<file path="src/rtl/frga_pkg.sv">
// Package with shared types, codes and constants of the font ROM glyph address generator.
`default_nettype none

package frga_pkg;

	localparam int unsigned ADDR_W  = 24;
	localparam int unsigned PADDR_W = 5;
	localparam int unsigned PDATA_W = 32;
	localparam int unsigned CMD_W   = 3;
	localparam int unsigned CODE_W  = 16;
	localparam int unsigned COUNT_W = 6;
	localparam int unsigned OFF_W   = 5;

	// Lookup kinds carried in the command field.
	localparam logic [CMD_W-1:0] CMD_HANZI_15X16 = 3'd0;
	localparam logic [CMD_W-1:0] CMD_HANZI_11X12 = 3'd1;
	localparam logic [CMD_W-1:0] CMD_ASCII_8X16  = 3'd2;
	localparam logic [CMD_W-1:0] CMD_ASCII_6X12  = 3'd3;
	localparam logic [CMD_W-1:0] CMD_ASCII_5X7   = 3'd4;
	localparam logic [CMD_W-1:0] CMD_GB_TO_UNI   = 3'd5;

	// Register indexes on the configuration port.
	localparam logic [2:0] REG_HANZI_15X16 = 3'd0;
	localparam logic [2:0] REG_HANZI_11X12 = 3'd1;
	localparam logic [2:0] REG_ASCII_8X16  = 3'd2;
	localparam logic [2:0] REG_ASCII_6X12  = 3'd3;
	localparam logic [2:0] REG_ASCII_5X7   = 3'd4;
	localparam logic [2:0] REG_GB_TO_UNI   = 3'd5;

	localparam logic [ADDR_W-1:0] RST_HANZI_15X16 = 24'd0;
	localparam logic [ADDR_W-1:0] RST_HANZI_11X12 = 24'd249728;
	localparam logic [ADDR_W-1:0] RST_ASCII_8X16  = 24'd243648;
	localparam logic [ADDR_W-1:0] RST_ASCII_6X12  = 24'd421184;
	localparam logic [ADDR_W-1:0] RST_ASCII_5X7   = 24'd245696;
	localparam logic [ADDR_W-1:0] RST_GB_TO_UNI   = 24'd12032;

	localparam logic [7:0] READ_OPCODE = 8'h03;

	// GB2312 code ranges.
	localparam logic [7:0] GB_LO_FIRST   = 8'hA1;
	localparam logic [7:0] GB_SYM_FIRST  = 8'hA1;
	localparam logic [7:0] GB_SYM3_LAST  = 8'hA3;
	localparam logic [7:0] GB_BLANK_FIRST = 8'hA4;
	localparam logic [7:0] GB_BLANK_LAST = 8'hA8;
	localparam logic [7:0] GB_SYM9_ROW   = 8'hA9;
	localparam logic [7:0] GB_HZ_FIRST   = 8'hB0;
	localparam logic [7:0] GB_HZ_LAST    = 8'hF7;
	localparam logic [7:0] GB_A9_LO_LAST = 8'hF6;
	localparam logic [7:0] ASCII_FIRST   = 8'h20;
	localparam logic [7:0] ASCII_LAST    = 8'h7E;

	localparam int unsigned SLOT_W       = 13;
	localparam logic [SLOT_W-1:0] ROW_LEN      = 13'd94;
	localparam logic [SLOT_W-1:0] SKIP_15X16   = 13'd846;
	localparam logic [SLOT_W-1:0] SKIP_11X12   = 13'd376;
	localparam logic [SLOT_W-1:0] SKIP_TABLE   = 13'd368;
	localparam logic [SLOT_W-1:0] ROW_A9_SLOT  = 13'd282;

	localparam logic [COUNT_W-1:0] CNT_15X16 = 6'd32;
	localparam logic [COUNT_W-1:0] CNT_11X12 = 6'd24;
	localparam logic [COUNT_W-1:0] CNT_8X16  = 6'd16;
	localparam logic [COUNT_W-1:0] CNT_6X12  = 6'd12;
	localparam logic [COUNT_W-1:0] CNT_5X7   = 6'd8;
	localparam logic [COUNT_W-1:0] CNT_TABLE = 6'd2;
	localparam logic [OFF_W-1:0]   OFF_SECOND = 5'd16;

	typedef struct packed {
		logic               found;
		logic [31:0]        spi_command;
		logic [COUNT_W-1:0] byte_count;
		logic [OFF_W-1:0]   dest_offset;
		logic               last;
	} result_t;

	function automatic result_t frga_read(input logic [ADDR_W-1:0] addr,
		input logic [COUNT_W-1:0] count, input logic [OFF_W-1:0] off, input logic last);
		result_t r;
		r.found       = 1'b1;
		r.spi_command = {READ_OPCODE, addr};
		r.byte_count  = count;
		r.dest_offset = off;
		r.last        = last;
		return r;
	endfunction

	function automatic result_t frga_none();
		result_t r;
		r = '0;
		r.last = 1'b1;
		return r;
	endfunction

endpackage

`default_nettype wire

</file>
<file path="src/rtl/frga_if.sv">
// Request and result channel interfaces of the font ROM glyph address generator.
`default_nettype none

interface frga_req_if;
	import frga_pkg::*;

	logic              valid;
	logic              ready;
	logic [CMD_W-1:0]  command;
	logic [CODE_W-1:0] char_code;

	modport source (output valid, output command, output char_code, input ready);
	modport sink (input valid, input command, input char_code, output ready);
endinterface

interface frga_rsp_if;
	import frga_pkg::*;

	logic               valid;
	logic               ready;
	logic               found;
	logic [31:0]        spi_command;
	logic [COUNT_W-1:0] byte_count;
	logic [OFF_W-1:0]   dest_offset;
	logic               last;

	modport source (output valid, output found, output spi_command, output byte_count,
		output dest_offset, output last, input ready);
	modport sink (input valid, input found, input spi_command, input byte_count,
		input dest_offset, input last, output ready);
endinterface

`default_nettype wire

</file>
<file path="src/rtl/font_rom_glyph_address_generator_top.sv">
// Top level of the font ROM glyph address generator: request register, address logic, result buffer.
//
// Each request on cmd_req carries a lookup kind and a character code. The block answers
// on rsp with one or two serial-flash read commands (opcode 0x03 and a 24-bit ROM address)
// with byte count and glyph buffer offset; last marks the final result of a request.
// Hanzi lookups read GB2312 codes outside the symbol and hanzi rows as two 8x16 ASCII glyphs, one per
// byte, placed at offsets 0 and 16. Unprintable or unsupported codes give one not-found result.
// The six ROM base addresses sit behind an APB-style port at byte addresses 0, 4, ... 20;
// writes complete in the access cycle and pready is tied high. Reads return the register.
// Each request passes through one register stage for the request and one for its results.
// Throughput: one request per cycle when each gives a single result and rsp is not stalled;
// a fallback request holds the result buffer until both results are taken, as rsp shows one slot at a time.
// If the receiver stalls, the result buffer holds its results and one more request can be
// taken into the request register; after that cmd_req.ready drops until rsp moves again.
// Reset clears both stages and loads the base registers with their default ROM layout.
`default_nettype none

module font_rom_glyph_address_generator_top (
	input  wire                           clk,
	input  wire                           arst_n,
	frga_req_if.sink                      cmd_req,
	frga_rsp_if.source                    rsp,
	input  wire                           psel,
	input  wire                           penable,
	input  wire                           pwrite,
	input  wire  [frga_pkg::PADDR_W-1:0]  paddr,
	input  wire  [frga_pkg::PDATA_W-1:0]  pwdata,
	output logic [frga_pkg::PDATA_W-1:0]  prdata,
	output logic                          pready
);
	import frga_pkg::*;

	// Base address registers.
	logic [ADDR_W-1:0] base_hz16_q, base_hz12_q, base_a16_q, base_a12_q, base_a7_q, base_uni_q;
	logic              cfg_wr;
	logic [2:0]        cfg_idx;

	// Request stage.
	logic              valid_s1;
	logic [CMD_W-1:0]  command_s1;
	logic [CODE_W-1:0] code_s1;
	logic              advance_s1;

	// Result stage: up to two results, idx_s2 selects the one shown.
	logic              valid_s2;
	logic              two_s2;
	logic              idx_s2;
	result_t           r0_s2, r1_s2;
	logic              free_s2;
	logic              rsp_take;

	// Address logic.
	logic [7:0]        hi, lo;
	logic              lo_ok, hi_print, lo_print;
	logic [3:0]        sym_row;
	logic [6:0]        hz_row, col;
	logic [SLOT_W-1:0] sym_slot, hz_slot, slot;
	logic [6:0]        a_hi, a_lo;
	logic              fb;
	logic              nx_two;
	result_t           nx_r0, nx_r1;

	// Configuration port: the register index is the word address.
	assign pready  = 1'b1;
	assign cfg_idx = paddr[4:2];
	assign cfg_wr  = psel && penable && pwrite;

	always_ff @(posedge clk or negedge arst_n) begin
		if (!arst_n) begin
			base_hz16_q <= RST_HANZI_15X16;
			base_hz12_q <= RST_HANZI_11X12;
			base_a16_q  <= RST_ASCII_8X16;
			base_a12_q  <= RST_ASCII_6X12;
			base_a7_q   <= RST_ASCII_5X7;
			base_uni_q  <= RST_GB_TO_UNI;
		end else if (cfg_wr) begin
			case (cfg_idx)
				REG_HANZI_15X16: base_hz16_q <= pwdata[ADDR_W-1:0];
				REG_HANZI_11X12: base_hz12_q <= pwdata[ADDR_W-1:0];
				REG_ASCII_8X16:  base_a16_q  <= pwdata[ADDR_W-1:0];
				REG_ASCII_6X12:  base_a12_q  <= pwdata[ADDR_W-1:0];
				REG_ASCII_5X7:   base_a7_q   <= pwdata[ADDR_W-1:0];
				REG_GB_TO_UNI:   base_uni_q  <= pwdata[ADDR_W-1:0];
				default: ;
			endcase
		end
	end

	always_comb begin
		case (cfg_idx)
			REG_HANZI_15X16: prdata = {8'd0, base_hz16_q};
			REG_HANZI_11X12: prdata = {8'd0, base_hz12_q};
			REG_ASCII_8X16:  prdata = {8'd0, base_a16_q};
			REG_ASCII_6X12:  prdata = {8'd0, base_a12_q};
			REG_ASCII_5X7:   prdata = {8'd0, base_a7_q};
			REG_GB_TO_UNI:   prdata = {8'd0, base_uni_q};
			default:         prdata = '0;
		endcase
	end

	// Handshake: the request register moves on whenever the result buffer is free
	// by the end of this cycle, so a single-result stream runs at full rate while rsp is ready.
	assign rsp_take   = rsp.valid && rsp.ready;
	assign free_s2    = !valid_s2 || (rsp.ready && (idx_s2 || !two_s2));
	assign advance_s1 = valid_s1 && free_s2;
	assign cmd_req.ready = !valid_s1 || free_s2;

	always_ff @(posedge clk or negedge arst_n) begin
		if (!arst_n) begin
			valid_s1 <= 1'b0;
		end else if (cmd_req.ready) begin
			valid_s1 <= cmd_req.valid;
		end
	end

	always_ff @(posedge clk) begin
		if (cmd_req.valid && cmd_req.ready) begin
			command_s1 <= cmd_req.command;
			code_s1    <= cmd_req.char_code;
		end
	end

	// Slot arithmetic: row times 94 plus column, then a per-kind skip for the hanzi rows.
	assign hi       = code_s1[15:8];
	assign lo       = code_s1[7:0];
	assign lo_ok    = lo >= GB_LO_FIRST;
	assign hi_print = hi >= ASCII_FIRST && hi <= ASCII_LAST;
	assign lo_print = lo >= ASCII_FIRST && lo <= ASCII_LAST;
	assign sym_row  = 4'(hi - GB_SYM_FIRST);
	assign hz_row   = 7'(hi - GB_HZ_FIRST);
	assign col      = 7'(lo - GB_LO_FIRST);
	assign sym_slot = SLOT_W'(13'(sym_row) * ROW_LEN) + 13'(col);
	assign hz_slot  = SLOT_W'(13'(hz_row) * ROW_LEN) + 13'(col);
	assign a_hi     = 7'(hi - ASCII_FIRST);
	assign a_lo     = 7'(lo - ASCII_FIRST);

	always_comb begin
		fb     = 1'b0;
		slot   = '0;
		nx_two = 1'b0;
		nx_r0  = frga_none();
		nx_r1  = frga_none();
		case (command_s1)
			CMD_HANZI_15X16: begin
				// Rows 0xA4..0xA8 are empty in this font and all map to slot 0.
				if (hi >= GB_BLANK_FIRST && hi <= GB_BLANK_LAST && lo_ok)
					slot = '0;
				else if (hi >= GB_SYM_FIRST && hi <= GB_SYM9_ROW && lo_ok)
					slot = sym_slot;
				else if (hi >= GB_HZ_FIRST && hi <= GB_HZ_LAST && lo_ok)
					slot = hz_slot + SKIP_15X16;
				else
					fb = 1'b1;
				nx_r0 = frga_read(base_hz16_q + ADDR_W'({slot, 5'd0}), CNT_15X16, '0, 1'b1);
			end
			CMD_HANZI_11X12: begin
				if (hi >= GB_SYM_FIRST && hi <= GB_SYM3_LAST && lo_ok)
					slot = sym_slot;
				else if (hi == GB_SYM9_ROW && lo_ok)
					slot = ROW_A9_SLOT + 13'(col);
				else if (hi >= GB_HZ_FIRST && hi <= GB_HZ_LAST && lo_ok)
					slot = hz_slot + SKIP_11X12;
				else
					fb = 1'b1;
				nx_r0 = frga_read(base_hz12_q + ADDR_W'({slot, 4'd0}) + ADDR_W'({slot, 3'd0}),
					CNT_11X12, '0, 1'b1);
			end
			CMD_ASCII_8X16: begin
				if (lo_print)
					nx_r0 = frga_read(base_a16_q + ADDR_W'({a_lo, 4'd0}), CNT_8X16, '0, 1'b1);
			end
			CMD_ASCII_6X12: begin
				if (lo_print)
					nx_r0 = frga_read(base_a12_q + ADDR_W'({a_lo, 3'd0}) + ADDR_W'({a_lo, 2'd0}),
						CNT_6X12, '0, 1'b1);
			end
			CMD_ASCII_5X7: begin
				if (lo_print)
					nx_r0 = frga_read(base_a7_q + ADDR_W'({a_lo, 3'd0}), CNT_5X7, '0, 1'b1);
			end
			CMD_GB_TO_UNI: begin
				// Codes outside the table still read entry 0.
				if (hi >= GB_SYM_FIRST && hi <= GB_SYM3_LAST && lo_ok)
					slot = sym_slot;
				else if (hi == GB_SYM9_ROW && lo_ok && lo <= GB_A9_LO_LAST)
					slot = ROW_A9_SLOT + 13'(col);
				else if (hi >= GB_HZ_FIRST && hi <= GB_HZ_LAST && lo_ok)
					slot = hz_slot + SKIP_TABLE;
				else
					slot = '0;
				nx_r0 = frga_read(base_uni_q + ADDR_W'({slot, 1'b0}), CNT_TABLE, '0, 1'b1);
			end
			default: nx_r0 = frga_none();
		endcase
		if (fb) begin
			if (hi_print && lo_print) begin
				nx_two = 1'b1;
				nx_r0  = frga_read(base_a16_q + ADDR_W'({a_hi, 4'd0}), CNT_8X16, '0, 1'b0);
				nx_r1  = frga_read(base_a16_q + ADDR_W'({a_lo, 4'd0}), CNT_8X16, OFF_SECOND, 1'b1);
			end else begin
				nx_r0 = frga_none();
			end
		end
	end

	// Result buffer.
	always_ff @(posedge clk or negedge arst_n) begin
		if (!arst_n) begin
			valid_s2 <= 1'b0;
			two_s2   <= 1'b0;
			idx_s2   <= 1'b0;
		end else if (free_s2) begin
			valid_s2 <= advance_s1;
			two_s2   <= nx_two;
			idx_s2   <= 1'b0;
		end else if (rsp_take) begin
			idx_s2 <= 1'b1;
		end
	end

	always_ff @(posedge clk) begin
		if (advance_s1) begin
			r0_s2 <= nx_r0;
			r1_s2 <= nx_r1;
		end
	end

	assign rsp.valid       = valid_s2;
	assign rsp.found       = idx_s2 ? r1_s2.found       : r0_s2.found;
	assign rsp.spi_command = idx_s2 ? r1_s2.spi_command : r0_s2.spi_command;
	assign rsp.byte_count  = idx_s2 ? r1_s2.byte_count  : r0_s2.byte_count;
	assign rsp.dest_offset = idx_s2 ? r1_s2.dest_offset : r0_s2.dest_offset;
	assign rsp.last        = idx_s2 ? r1_s2.last        : r0_s2.last;

`ifndef NO_ASSERTIONS
	// The second slot is only ever shown for a request that produced two results.
	a_second_slot: assert property (@(posedge clk) disable iff (!arst_n)
		valid_s2 && idx_s2 |-> two_s2)
		else $error("second result shown for a single-result request");

	// A taken result that is not last is followed by the second fallback read.
	a_follow_up: assert property (@(posedge clk) disable iff (!arst_n)
		rsp_take && !rsp.last |=> rsp.valid && rsp.found && rsp.dest_offset == OFF_SECOND)
		else $error("first fallback result not followed by the second");

	// A not-found result always ends its request and reads nothing.
	a_not_found: assert property (@(posedge clk) disable iff (!arst_n)
		rsp.valid && !rsp.found |-> rsp.last && rsp.byte_count == '0 && rsp.spi_command == '0)
		else $error("malformed not-found result");

	// A request held in the first stage keeps its contents until it moves on.
	a_s1_hold: assert property (@(posedge clk) disable iff (!arst_n)
		valid_s1 && !advance_s1 |=> valid_s1 && $stable(command_s1) && $stable(code_s1))
		else $error("stalled request lost or changed");
`endif

endmodule

`default_nettype wire
</file>
<file path="src/flat_wrapper.sv">
// flat-port wrapper written by rule: the top's interface ports become plain ports
module font_rom_glyph_address_generator_top_flat import frga_pkg::*;
  (clk, arst_n, psel, penable, pwrite, paddr, pwdata, prdata, pready, cmd_req_valid, cmd_req_command, cmd_req_char_code, cmd_req_ready, rsp_valid, rsp_found, rsp_spi_command, rsp_byte_count, rsp_dest_offset, rsp_last, rsp_ready);
  frga_req_if cmd_req_i ();
  frga_rsp_if rsp_i ();
  input  wire clk;
  input  wire arst_n;
  input  wire psel;
  input  wire penable;
  input  wire pwrite;
  input  wire  [frga_pkg::PADDR_W-1:0] paddr;
  input  wire  [frga_pkg::PDATA_W-1:0] pwdata;
  output logic [frga_pkg::PDATA_W-1:0] prdata;
  output logic pready;
  input wire logic [$bits(cmd_req_i.valid)-1:0] cmd_req_valid;
  input wire logic [$bits(cmd_req_i.command)-1:0] cmd_req_command;
  input wire logic [$bits(cmd_req_i.char_code)-1:0] cmd_req_char_code;
  output wire logic [$bits(cmd_req_i.ready)-1:0] cmd_req_ready;
  output wire logic [$bits(rsp_i.valid)-1:0] rsp_valid;
  output wire logic [$bits(rsp_i.found)-1:0] rsp_found;
  output wire logic [$bits(rsp_i.spi_command)-1:0] rsp_spi_command;
  output wire logic [$bits(rsp_i.byte_count)-1:0] rsp_byte_count;
  output wire logic [$bits(rsp_i.dest_offset)-1:0] rsp_dest_offset;
  output wire logic [$bits(rsp_i.last)-1:0] rsp_last;
  input wire logic [$bits(rsp_i.ready)-1:0] rsp_ready;
  assign cmd_req_i.valid = cmd_req_valid;
  assign cmd_req_i.command = cmd_req_command;
  assign cmd_req_i.char_code = cmd_req_char_code;
  assign cmd_req_ready = cmd_req_i.ready;
  assign rsp_valid = rsp_i.valid;
  assign rsp_found = rsp_i.found;
  assign rsp_spi_command = rsp_i.spi_command;
  assign rsp_byte_count = rsp_i.byte_count;
  assign rsp_dest_offset = rsp_i.dest_offset;
  assign rsp_last = rsp_i.last;
  assign rsp_i.ready = rsp_ready;
  font_rom_glyph_address_generator_top u_core (.clk(clk), .arst_n(arst_n), .cmd_req(cmd_req_i), .rsp(rsp_i), .psel(psel), .penable(penable), .pwrite(pwrite), .paddr(paddr), .pwdata(pwdata), .prdata(prdata), .pready(pready));
endmodule
</file>
<file path="config.mk">
export PLATFORM = sky130hd
export DESIGN_NAME = font_rom_glyph_address_generator_top_flat
export DESIGN_NICKNAME = d
export VERILOG_FILES = /design/src/rtl/frga_pkg.sv /design/src/rtl/frga_if.sv /design/src/rtl/font_rom_glyph_address_generator_top.sv /design/src/flat_wrapper.sv
export SDC_FILE = /design/constraint.sdc
export NUM_CORES = 1
export LEC_CHECK = 0
export BUFFER_PORTS_ARGS = -buffer_cell sky130_fd_sc_hd__buf_2
export CAP_MARGIN = 5
export CORE_MARGIN = 1.5
export CORE_UTILIZATION = 25
export DETAILED_ROUTE_END_ITERATION = 12
export PLACE_DENSITY = 0.38
export SLEW_MARGIN = 40
export SYNTH_ARGS = -nofsm -noshare
export SYNTH_HDL_FRONTEND = slang
export SYNTH_SLANG_ARGS = --single-unit
</file>
<file path="constraint.sdc">
create_clock -name clk -period 20.2 [get_ports clk]
set_clock_uncertainty 0.2 [all_clocks]
set_input_delay 4.04 -clock clk [delete_from_list [all_inputs] [get_ports clk]]
set_output_delay 4.04 -clock clk [all_outputs]
set_load 0.005 [all_outputs]
</file>
==> results.md <==
* CP endpoint kind: primary output
* Startpoint types: input pin
* CTS buffer count at 28
* Hold crit path type: reg2reg
* Post-synth cell types at 84
* CP bufs+invs at 3
* Port bufs at 112
* Synth top area cells: dfrtp_1 (14%), edfxtp_1 (12%), ha_1 (10%)
* Post-CTS Setup Bufs at 0
* Switching Share at 0.442
* CP Data Required Time at about 16 ns
* Gate power share at 0.534
* Yosys top cell by area: dfrtp_1
* Overall routed net length at between 70000 and 80000 µm
* Sequential-to-total area share from yosys stat at 0.318
* Root buf cell: clkbuf_16
* Crit path time final at just under 10 ns
* CP top delay family: buffers and inverters
* WP data arrival at roughly 5.6 ns
* GP Congestion at slightly below 0.9
* Initial antenna violation count at 5
* Pwr dens at roughly 120 nW/µm²
* Final hold viol count at 0
* Clk buf depth at 3
* Power after layout at 2580 µW
* Die area at 77300 µm²
* DIE WIDTH at 278 µm
* DRC at 0
* Hold WS at 0.303 ns
* Die Y at 278 µm
* Crit-path most repeated cell: buf_2
* Critical path's largest stage delay at 0.48 ns
* Total Neg Setup Slack at 0 ns
* DR WL met2 at around 34000 µm
* Clock slew at reported path FFs at roughly 0.06 ns
* Syn Inst Count at a little under 2000
* Drt first pass iters at 5
* Initial drt markers at between 1000 and 1500
* Synthesized area at around 19000 µm²
* Cell Chain, Critical Path: buf_2 -> nor3b_2 -> buf_4 -> a22oi_1 -> nand3_1 -> buf_2
* RSZ-0062 raised after global routing: false
* Total grt overflow at 0
* Core Util, Final at 0.289
* Slew Limit Fails at 0
* Cts repair resizes at 0
* Top achievable clock speed at 0.102 GHz
* Max Used Layer: met5
* Crit-path slowest cell: buf_4
* DR WL/cell at 24.1 µm
* Switching power at about 1100 µW
* Initial Util at 0.253
* Post-synth top cells: mux2_2 (166), ha_1 (157), nand2_1 (122)
* Via Count at about 16000
* Tcrit/Tclk final at 0.486
* CP Max Fanout at 25
* Total track usage at 0.185
* Largest net degree at the start of global routing at 77
* Setup-failing EPs final at 0
* Global-route wire length before repair at 107000 µm
* Share of cells above drive strength 1 at 0.218
* Vias in the first global route at approximately 16000
* LEAKAGE at around 0.0091 µW
* Rows at 100
* #FFs+latches synth at ~220
* Hold buffer count at CTS at 0
* Post-Syn Area per Cell at between 9 and 10 µm²
* Asr flop ratio synth at 0.664
* H-tree depth at 1
* Worst skew pair latency at 0.58 ns
* Placed wire-length estimate after detailed placement at 55200 µm
* CTS tree: built
* Post-route ant nets at 0
* CTS Sinks at between 200 and 250
* Internal Power at 1440 µW
* Nets at 2289
* Slew @ Worst Pin at 0.920 ns
* Cells after DPL at about 3000
* Metal-1 WL at approximately 35000 µm
* I/O pins at 143
* Top_reg_cell synth: dfrtp_1
* Most frequent cell after synthesis: mux2_2
* Synth Warn # at 0
* Post-synth EDFFs at 75
* Max Cap Violations at 0
* Sequential share of power at 0.256
* Peak VDD IR at between 0.06 and 0.07 mV
* Core ar. at between 70000 and 80000 µm²
* Slew Limit Headroom at 0.386
* Number of vias per cell at ~5.2
* Clock power frac at 0.209
* Routed met3 length at 3050 µm
* Layout Cells excl Fill at a little over 3000
* Worst setup path category: in2out
* Outcome: completed
* Area Growth Syn to Fin at 14.2%
* Yosys top cell area share at 0.139
-- cells by family after synthesis --
kind of cell / synth area share
buffers and inverters: 0.0420
AOI/OAI and AO/OA: 0.181
xor gates and xnor gates: 0.0845
DFF: 0.318
muxes: 0.105
and+or+nand+nor: 0.120
other: 0.000397
adders and majority gates: 0.149
-- cell type report --
type | instances | area, µm²
Fill cell | 7851 | 53100
Multi-Input combinational cell | 1541 | 12200
Sequential cell | 223 | 6010
Tap cell | 969 | 1210
Timing Repair Buffer | 143 | 821
Clock buffer | 38 | 811
Inverter | 89 | 334
Clock inverter | 14 | 165
Antenna cell | 1 | 2.50
-- cells in the final DEF (no fill, tap or decap), types with 8 or more instances in the layout --
cell       instances
fa_1              43
dfstp_2           43
edfxtp_1          75
dfrtp_1          105
a211oi_1          38
o21bai_1          17
a21boi_0           8
mux2i_1           11
nand4_1           12
nand2b_1          12
clkbuf_16         30
a22oi_1           88
nor3b_1           10
ha_1             157
buf_2            112
a21oi_1           92
o221ai_1          10
and3_1            16
nor2_1           105
o21ai_0           86
xnor2_1           94
o22ai_1           28
inv_1             88
nor2b_1           15
xor2_1            81
nor3_1            26
a211o_1            8
conb_1            20
a31oi_1           10
mux2_2           166
o21a_1            16
o211ai_1          10
nand2_1          122
a21o_1            27
or2_2             13
and2_1            18
buf_4             28
nand3_1           65
-- worst reg2reg max path, cell delays in order (launching register included) --
cell and delay (ns):
edfxtp_1 0.74, ha_1 0.40, xor2_1 0.52, inv_1 0.14
ha_1 0.34, fa_1 0.48, inv_1 0.05, fa_1 0.53
inv_1 0.04, ha_1 0.33, o21ai_0 0.12, nor2_1 0.11
a2111o_1 0.41, a2111o_1 0.47, xnor2_2 0.55, a211oi_1 0.13
xnor2_1 0.16, o21ai_0 0.58, fa_1 0.54, ha_1 0.36
and2_1 0.17, a221oi_1 0.62, o21ai_0 0.35, xor2_1 0.22
a22oi_1 0.21, a31oi_1 0.13
-- final timing paths --
| check | from | endpoint | slack [ns] | cells past startpoint |
|---|---|---|---|---|
| min in group asynchronous | arst_n | u_core.base_a7_q[21] | 3.12 | 1 |
| worst min-delay path | u_core.valid_s1 | u_core.rsp.valid | 0.30 | 1 |
| max in group asynchronous | arst_n | u_core.base_hz12_q[6] | 15.65 | 2 |
| worst max-delay path | paddr[3] | prdata[9] | 10.38 | 6 |
| worst max register to register | u_core.code_s1[12] | u_core.r0_s2[35] | 11.00 | 25 |
| worst min register to register | u_core.valid_s1 | u_core.rsp.valid | 0.30 | 1 |
-- routing by layer --
metal | global-route usage | vias up
li1 | - | 7268
met1 | 0.260 | 7886
met2 | 0.306 | 369
met3 | 0.0160 | 71
met4 | 0.0455 | 4
met5 | 0 | -
-- stage by stage --
step / setup WS, ns / area [µm²]
floorplan: 10.68 / 19000
global placement: 10.19 / 20600
detailed placement: 10.38 / 20600
CTS: 10.38 / 21500
global route: 10.32 / 21600
finish: 10.38 / 21600
-- power groups by stage --
stage               registers, µW  logic, µW  clock network [µW]
finish                        662       1380                 541
global route                  671       1530                 572
CTS                           660       1370                 557
detailed placement            668       1370                   0
global placement              667       1360                   0
floorplan                     614       1020                   0
-- sequential cells by signal, summed over array words and instances (netlist names) --
register	flops
u_core.base_a12_q	24
u_core.command_s1	3
u_core.r1_s2	25
u_core.two_s2	1
u_core.idx_s2	1
u_core.base_uni_q	24
u_core.base_hz12_q	24
u_core.base_a16_q	24
u_core.valid_s1	1
u_core.rsp.valid	1
u_core.r0_s2	31
u_core.base_a7_q	24
u_core.code_s1	16
u_core.base_hz16_q	24
Power figures use the tool's default switching activity.
